### src/design/thl_pkg.sv
// ----------------------------------------------------------------------------
// thl_pkg
// Shared types and constants for the toggle handshake byte link.
// ----------------------------------------------------------------------------
package thl_pkg;

   // command codes carried on the request channel
   typedef enum logic [1:0] {
      CMD_TICK  = 2'd0,
      CMD_LOAD  = 2'd1,
      CMD_START = 2'd2,
      CMD_NONE  = 2'd3
   } cmd_type;

   // shift word contents after reset, before masking to the word width
   localparam logic [7:0] RESET_SHIFT = 8'd123;

   // line levels and the final acknowledge flag
   typedef struct packed {
      logic valid_level;
      logic toggle_level;
      logic bit_level;
      logic final_ack_wait;
   } line_state_type;

   // one result item
   typedef struct packed {
      logic       valid_line_out;
      logic       bit_line_out;
      logic       toggle_line_out;
      logic       byte_done;
      logic [7:0] byte_value;
      logic       busy_res;
   } result_type;

endpackage

### src/design/thl_step.sv
// ----------------------------------------------------------------------------
// thl_step
// Next-state and result logic for one item of the byte link.
// ----------------------------------------------------------------------------
module thl_step #(
   parameter int WORD_BITS = 8
) (
   input  logic                         is_sender,
   input  thl_pkg::line_state_type      lines_cur,
   input  logic [$clog2(WORD_BITS+1)-1:0] bits_cur,
   input  logic [WORD_BITS-1:0]         shift_cur,
   input  thl_pkg::cmd_type             cmd,
   input  logic [7:0]                   data_byte,
   input  logic                         valid_line_in,
   input  logic                         toggle_line_in,
   input  logic                         bit_line_in,
   output thl_pkg::line_state_type      lines_nxt,
   output logic [$clog2(WORD_BITS+1)-1:0] bits_nxt,
   output logic [WORD_BITS-1:0]         shift_nxt,
   output thl_pkg::result_type          result
);

   localparam int CNT_W = $clog2(WORD_BITS + 1);
   localparam logic [CNT_W-1:0] WORD_CNT = CNT_W'(WORD_BITS);
   localparam logic [CNT_W-1:0] ONE_CNT  = CNT_W'(1);

   logic                 busy_cur;
   logic                 busy_nxt;
   logic                 done;
   logic [WORD_BITS-1:0] shifted;
   logic [WORD_BITS-1:0] rx_bit;
   logic [CNT_W-1:0]     bits_inc;

   assign busy_cur = (bits_cur < WORD_CNT) || lines_cur.final_ack_wait;
   assign shifted  = shift_cur >> 1;
   // data line is active low, so a low level is a one bit
   assign rx_bit   = WORD_BITS'(!bit_line_in) << bits_cur;
   assign bits_inc = bits_cur + ONE_CNT;

   // command decode and role behavior
   always_comb begin
      lines_nxt = lines_cur;
      bits_nxt  = bits_cur;
      shift_nxt = shift_cur;
      done      = 1'b0;
      unique case (cmd)
         thl_pkg::CMD_LOAD: begin
            if (!busy_cur) shift_nxt = WORD_BITS'(data_byte);
         end
         thl_pkg::CMD_START: begin
            if (!busy_cur) begin
               if (is_sender) begin
                  bits_nxt               = ONE_CNT;
                  lines_nxt.bit_level    = ~shift_cur[0];
                  lines_nxt.toggle_level = ~lines_cur.toggle_level;
               end else begin
                  lines_nxt.valid_level = ~lines_cur.valid_level;
               end
            end
         end
         thl_pkg::CMD_TICK: begin
            if (is_sender) begin
               // sender advances on each acknowledge flip
               if (valid_line_in != lines_cur.valid_level) begin
                  lines_nxt.valid_level = valid_line_in;
                  priority if (lines_cur.final_ack_wait) begin
                     lines_nxt.final_ack_wait = 1'b0;
                     done                     = 1'b1;
                  end else if (bits_cur >= WORD_CNT) begin
                     bits_nxt               = ONE_CNT;
                     lines_nxt.bit_level    = ~shift_cur[0];
                     lines_nxt.toggle_level = ~lines_cur.toggle_level;
                  end else begin
                     shift_nxt              = shifted;
                     lines_nxt.bit_level    = ~shifted[0];
                     lines_nxt.toggle_level = ~lines_cur.toggle_level;
                     bits_nxt               = bits_inc;
                     if (bits_inc >= WORD_CNT) lines_nxt.final_ack_wait = 1'b1;
                  end
               end
            end else begin
               // receiver samples the data line on each strobe flip
               if (toggle_line_in != lines_cur.toggle_level) begin
                  lines_nxt.toggle_level = toggle_line_in;
                  if (bits_cur >= WORD_CNT) begin
                     shift_nxt = WORD_BITS'(!bit_line_in);
                     bits_nxt  = ONE_CNT;
                  end else begin
                     shift_nxt = shift_cur | rx_bit;
                     bits_nxt  = bits_inc;
                     if (bits_inc >= WORD_CNT) done = 1'b1;
                  end
                  lines_nxt.valid_level = ~lines_cur.valid_level;
               end
            end
         end
         default: begin
         end
      endcase
   end

   assign busy_nxt = (bits_nxt < WORD_CNT) || lines_nxt.final_ack_wait;

   // result fields, lines not owned by the role stay released high
   always_comb begin
      result.valid_line_out  = is_sender ? 1'b1 : lines_nxt.valid_level;
      result.bit_line_out    = is_sender ? lines_nxt.bit_level : 1'b1;
      result.toggle_line_out = is_sender ? lines_nxt.toggle_level : 1'b1;
      result.byte_done       = done;
      result.byte_value      = 8'(shift_nxt);
      result.busy_res        = busy_nxt;
   end

endmodule

### src/design/toggle_handshake_byte_link.sv
// ----------------------------------------------------------------------------
// toggle_handshake_byte_link
// One end of a three-wire, LSB-first toggle handshake serial link.
// ----------------------------------------------------------------------------
// Usage:
//   The req_ channel carries one item per transfer: a command (tick, load,
//   start) and the sampled levels of the partner's valid, toggle and data
//   lines. The rsp_ channel returns exactly one result per item: the line
//   levels to drive, a done flag, the low byte of the shift word and busy.
//   The csr_ channel writes the role bit (1 sender, 0 receiver); a write
//   aborts any transfer and clears the shift word. Write it only while idle.
//   An item is captured in the input register at its transfer edge and its
//   result is registered in the result register when the item advances; a
//   stalled output holds that off, and rsp_valid rises once it is registered.
//   Throughput: one item per cycle unless the output stalls; both registers
//   advance together, so it takes a new item while a finished result waits.
//   When rsp_stall is high with a result held, the input register holds its
//   item and req_stall rises; nothing is lost or repeated.
//   Reset (synchronous, active high): receiver role, all lines high, link
//   idle, shift word 123 masked to the word width, both registers empty.
// ----------------------------------------------------------------------------
module toggle_handshake_byte_link #(
   parameter int WORD_BITS = 8
) (
   input  logic       clock,
   input  logic       reset,
   // request channel
   input  logic       req_valid,
   output logic       req_stall,
   input  logic [1:0] req_cmd,
   input  logic [7:0] req_data_byte,
   input  logic       req_valid_line_in,
   input  logic       req_toggle_line_in,
   input  logic       req_bit_line_in,
   // result channel
   output logic       rsp_valid,
   input  logic       rsp_stall,
   output logic       rsp_valid_line_out,
   output logic       rsp_bit_line_out,
   output logic       rsp_toggle_line_out,
   output logic       rsp_byte_done,
   output logic [7:0] rsp_byte_value,
   output logic       rsp_busy_res,
   // configuration channel
   input  logic       csr_valid,
   output logic       csr_ready,
   input  logic       csr_is_sender
);

   localparam int CNT_W = $clog2(WORD_BITS + 1);
   localparam logic [CNT_W-1:0] WORD_CNT = CNT_W'(WORD_BITS);

   // input register
   logic       in_valid_ff,  in_valid_in;
   logic [1:0] in_cmd_ff;
   logic [7:0] in_data_ff;
   logic       in_vin_ff, in_tin_ff, in_bin_ff;

   // link state
   logic                     is_sender_ff, is_sender_in;
   thl_pkg::line_state_type  lines_ff, lines_in, lines_step;
   logic [CNT_W-1:0]         bits_ff, bits_in, bits_step;
   logic [WORD_BITS-1:0]     shift_ff, shift_in, shift_step;

   // result register
   logic                 out_valid_ff, out_valid_in;
   thl_pkg::result_type  out_ff, out_in;

   logic req_xfer;
   logic advance;
   logic csr_xfer;

   assign advance   = in_valid_ff && (!out_valid_ff || !rsp_stall);
   assign req_stall = in_valid_ff && !advance;
   assign req_xfer  = req_valid && !req_stall;
   assign csr_ready = !in_valid_ff;
   assign csr_xfer  = csr_valid && csr_ready;

   thl_step #(
      .WORD_BITS(WORD_BITS)
   ) u_step (
      .is_sender     (is_sender_ff),
      .lines_cur     (lines_ff),
      .bits_cur      (bits_ff),
      .shift_cur     (shift_ff),
      .cmd           (thl_pkg::cmd_type'(in_cmd_ff)),
      .data_byte     (in_data_ff),
      .valid_line_in (in_vin_ff),
      .toggle_line_in(in_tin_ff),
      .bit_line_in   (in_bin_ff),
      .lines_nxt     (lines_step),
      .bits_nxt      (bits_step),
      .shift_nxt     (shift_step),
      .result        (out_in)
   );

   // next values of the valid flags
   assign in_valid_in  = req_xfer || (in_valid_ff && !advance);
   assign out_valid_in = advance || (out_valid_ff && rsp_stall);

   // next state: a register write aborts the transfer, else the item updates it
   always_comb begin
      is_sender_in = is_sender_ff;
      lines_in     = lines_ff;
      bits_in      = bits_ff;
      shift_in     = shift_ff;
      priority if (csr_xfer) begin
         is_sender_in            = csr_is_sender;
         lines_in.final_ack_wait = 1'b0;
         bits_in                 = WORD_CNT;
         shift_in                = '0;
      end else if (advance) begin
         lines_in = lines_step;
         bits_in  = bits_step;
         shift_in = shift_step;
      end
   end

   // control and state registers
   always_ff @(posedge clock) begin
      if (reset) begin
         in_valid_ff  <= 1'b0;
         out_valid_ff <= 1'b0;
         is_sender_ff <= 1'b0;
         lines_ff     <= '{valid_level: 1'b1, toggle_level: 1'b1,
                           bit_level: 1'b1, final_ack_wait: 1'b0};
         bits_ff      <= WORD_CNT;
         shift_ff     <= WORD_BITS'(thl_pkg::RESET_SHIFT);
      end else begin
         in_valid_ff  <= in_valid_in;
         out_valid_ff <= out_valid_in;
         is_sender_ff <= is_sender_in;
         lines_ff     <= lines_in;
         bits_ff      <= bits_in;
         shift_ff     <= shift_in;
      end
   end

   // payload registers
   always_ff @(posedge clock) begin
      if (req_xfer) begin
         in_cmd_ff  <= req_cmd;
         in_data_ff <= req_data_byte;
         in_vin_ff  <= req_valid_line_in;
         in_tin_ff  <= req_toggle_line_in;
         in_bin_ff  <= req_bit_line_in;
      end
      if (advance) out_ff <= out_in;
   end

   assign rsp_valid           = out_valid_ff;
   assign rsp_valid_line_out  = out_ff.valid_line_out;
   assign rsp_bit_line_out    = out_ff.bit_line_out;
   assign rsp_toggle_line_out = out_ff.toggle_line_out;
   assign rsp_byte_done       = out_ff.byte_done;
   assign rsp_byte_value      = out_ff.byte_value;
   assign rsp_busy_res        = out_ff.busy_res;

`ifndef NO_ASSERTIONS
   // a register write leaves the link idle
   assert property (@(posedge clock) disable iff (reset)
      csr_xfer |=> (bits_ff == WORD_CNT && !lines_ff.final_ack_wait))
      else $error("link not idle after register write");

   // bit count never passes the word width
   assert property (@(posedge clock) disable iff (reset)
      bits_ff <= WORD_CNT)
      else $error("bit count out of range");

   // final acknowledge wait only follows the last bit
   assert property (@(posedge clock) disable iff (reset)
      lines_ff.final_ack_wait |-> bits_ff == WORD_CNT)
      else $error("final acknowledge wait with bits pending");

   // a held result with a stalled output blocks the request side
   assert property (@(posedge clock) disable iff (reset)
      (out_valid_ff && rsp_stall && in_valid_ff) |-> req_stall)
      else $error("request taken while result stalled");
`endif

endmodule

### config.mk
export PLATFORM = sky130hd
export DESIGN_NAME = toggle_handshake_byte_link
export DESIGN_NICKNAME = d
export VERILOG_FILES = /design/src/design/thl_pkg.sv /design/src/design/thl_step.sv /design/src/design/toggle_handshake_byte_link.sv
export SDC_FILE = /design/constraint.sdc
export NUM_CORES = 1
export LEC_CHECK = 0
export BUFFER_PORTS_ARGS = -buffer_cell sky130_fd_sc_hd__buf_4
export CORE_ASPECT_RATIO = 0.5
export CORE_MARGIN = 2
export CORE_UTILIZATION = 35
export CTS_BUF_LIST = sky130_fd_sc_hd__clkbuf_16
export DETAILED_ROUTE_END_ITERATION = 6
export MAX_ROUTING_LAYER = met4
export PLACE_DENSITY = 0.58
export SLEW_MARGIN = 20
export SYNTH_ARGS = -nofsm -noshare
export SYNTH_HDL_FRONTEND = slang
export SYNTH_SLANG_ARGS = --single-unit
### constraint.sdc
create_clock -name clock -period 2.95 [get_ports clock]
set_clock_uncertainty 0.15 [all_clocks]
set_input_delay 0.1475 -clock clock [delete_from_list [all_inputs] [get_ports clock]]
set_output_delay 0.1475 -clock clock [all_outputs]
set_load 0.05 [all_outputs]
==> impl_metrics.tcl <==
set metrics [dict create \
    routedWlPerCell_microns 17.26 \
    fp.dieH_microns 63.57 \
    final_hold_viol_count 0 \
    synth_common_cells "edfxtp_1 (26), a21oi_1 (25), dfxtp_1 (19)" \
    num_rows 21 \
    ys.flop_type "edfxtp_1" \
    clockBufferDepth 2 \
    setup_viol_count_final 0 \
    cp_cell_sequence "inv_1 > ha_1 > nor4_1 > and2b_1 > nand4_1 > a31o_2 > o221ai_1" \
    yosys-top-cells-area "edfxtp_1 (31%), dfxtp_1 (15%), a21oi_1 (5.0%)" \
    dp_slack_ns 0.3734 \
    grtUsageTotal_pct 18.99 \
    synth.distinct_cells 56 \
    tightest_slew_ns 0.9328 \
    post-dp-hpwl_microns 5035 \
    cp_slowest_cell "nor4_1" \
    io_pins 35 \
    ant_nets 0 \
    syn_avg_cell_area_sq_um 9.552 \
    grt_overflow 0 \
    critical_path_class "reg2reg" \
    cp.required_ns 3.01 \
    gp_congestion 0.9856 \
    drtIter0Drc 169 \
    seq_area_frac_synth_pct 46.75 \
    rsz0062_at_grt "false" \
    grt_pass1_wl_microns 10810 \
    syn_area_sq_um 2484 \
    synth_top_area_share_pct 31.44 \
    viasPerCell 5.670 \
    grt_max_degree 27 \
    antenna_found_initial 0 \
    critical-path-max-stage-delay_ns 0.66 \
    synth_xor_area_share_pct 0.3526 \
    dr_wl_met2_microns 2903 \
    highest_layer "met4" \
    initial_core_util_pct 36.64 \
    root_buffer "clkbuf_16" \
    ys_warn_count 0 \
    tns_ns 0 \
    clock_latency_ns 0.29 \
    cts_tree "yes" \
    yosysTopAreaCell "edfxtp_1" \
    worstPathArrival_ns 2.71 \
    setup_slack_ns 0.3001 \
    ys_async_sr_fraction_pct 0 \
    htreeDepth 2 \
    endpoint_kind "flop" \
    clk_pin_slew_ns 0.06 \
    finalCriticalPeriod_ns 2.650 \
    antenna_cells 0 \
    cts_made_buffers 5 \
    yosys.area_share.simple_pct 18.04 \
    yosysMostFrequentCell "edfxtp_1" \
    drt_wl_total_microns 6955 \
    wl_met1_microns 3469 \
    grt_pass1_vias 2011 \
    vias 2285 \
    first_pass_iters 5 \
    r2r_cells 7 \
    coreArea_sq_um 6779 \
    finalNetCount 335 \
    timing.reg2reg.setup_slack_ns 0.30 \
    maxCapViolations 0 \
    max_freq_ghz 0.3774 \
    synth-seq-cells 45 \
    synth-compound-area-share_pct 21.51 \
    cts-resized-gates 0 \
    syn_nets 285 \
    min_path_type "in2reg" \
    drc_errors 0 \
    whs_path_depth 2 \
    critical_path.max_fanout 8 \
    fin_crit_sh_pct 89.83 \
    run_status "complete, no violations" \
    synth_mux_area_share_pct 3.829 \
    p_leak_uw 0.001294 \
    start_kind "flop" \
    die_area_sq_um 7827 \
    cts_sinks 45 \
    drive_gt1_share_pct 18.65 \
    report.final.slew_viol_count 0 \
    synth_top_family_by_area "compound AO/OA/AOI/OAI gates" \
    met3_length_microns 506 \
    p_per_area_nw_per_um2 516.1 \
    syn_inst 260 \
    synth-edff-count 26 \
    fp.dieW_microns 123.1 \
    synthAdderAreaFrac_pct 3.023 \
    syn2layout_area_growth_pct 27.91 \
    slew_headroom_pct 37.74 \
    portBuffers 34 \
    nFillCells 651 \
    ir_drop_uv 253.7 \
]
## path summary, 6_finish.rpt
kind	end	from
setup / recovery	shift_ff[6]	lines_ff[2]
setup reg to reg	shift_ff[6]	lines_ff[2]
hold / removal	shift_ff[0]	reset
hold reg to reg	lines_ff[1]	lines_ff[1]
## flip-flops by register name, summed over array words and instances, names as in the netlist, 2 cells and up
name	count
bits_ff	4
lines_ff	4
in_cmd_ff	2
in_data_ff	8
rsp_byte_value	8
shift_ff	8
## cell usage in the layout, fill, tap and decap left out, types with 4 or more instances in the layout
cell type	n
nor3_1	12
dlygate4sd3_1	19
dfxtp_1	19
nor2_1	16
ha_1	6
a21oi_1	25
inv_1	16
a31oi_1	4
nor2b_1	5
edfxtp_1	26
nand2_1	17
o31ai_1	5
and3_1	4
nand3_1	7
mux2i_1	8
buf_4	43
a221o_1	4
o21ai_0	14
nand2b_1	4
clkbuf_16	5
## cells by family (layout without fill, tap and decap cells)
| family | count (synthesis) | in the layout |
|---|---|---|
| buffers and inverters | 35 | 86 |
| DFF | 45 | 45 |
| xor gates and xnor gates | 1 | 1 |
| muxes | 9 | 9 |
| adders and majority gates | 6 | 6 |
| and+or+nand+nor | 84 | 84 |
| AOI/OAI and AO/OA | 80 | 80 |
## critical path: cells and delay by family (launching register included)
kind / cells / cell delay [ns]
AOI/OAI and AO/OA: 2 / 0.44
DFF: 1 / 0.41
adders and majority gates: 1 / 0.41
buffers and inverters: 1 / 0.10
and+or+nand+nor: 3 / 1.04
## area by class of cell
cell class              instances  area, sq um  share of cell area (%)
multi-input cells             180         1161                   36.55
clock inverters                 3        41.29                   1.300
inverters                      16        60.06                   1.891
repair buffers                 62        513.0                   16.15
flip-flops and latches         45         1161                   36.55
clock buffers                   5        125.1                   3.939
well taps                      92        115.1                   3.623
## timing repair
| action | 4_1_cts | 5_1_grt |
|---|---|---|
| endpoints found under the hold margin | 16 | 0 |
| buffers inserted | 0 | 0 |
| hold buffers | 19 | 0 |
## per-layer routing
metal  vias up  global-route usage (%)
met5         -                       -
met4         0                   4.830
met3        11                   4.710
met1      1098                   27.93
li1       1069                       -
met2       107                   25.69
## per-stage QoR
stage	cell area [sq um]	std cells	utilization, %	total power, uW	hold slack [ns]
after floorplan	2484	260	-	907.0	0.09637
after global placement	2820	376	41.60	989.2	0.1760
after detailed placement	2820	376	41.60	995.1	0.1770
after CTS	3177	403	46.86	1647	0.04123
after global routing	3177	403	46.86	1709	0.06079
final	3177	403	46.86	1639	0.04898
## power breakdown
part           switching, uW  total [uW]  internal, uW
registers               37.7         742           705
clock network            236         633           396
logic                    154         264           110
(Power assumes the default switching activity.)
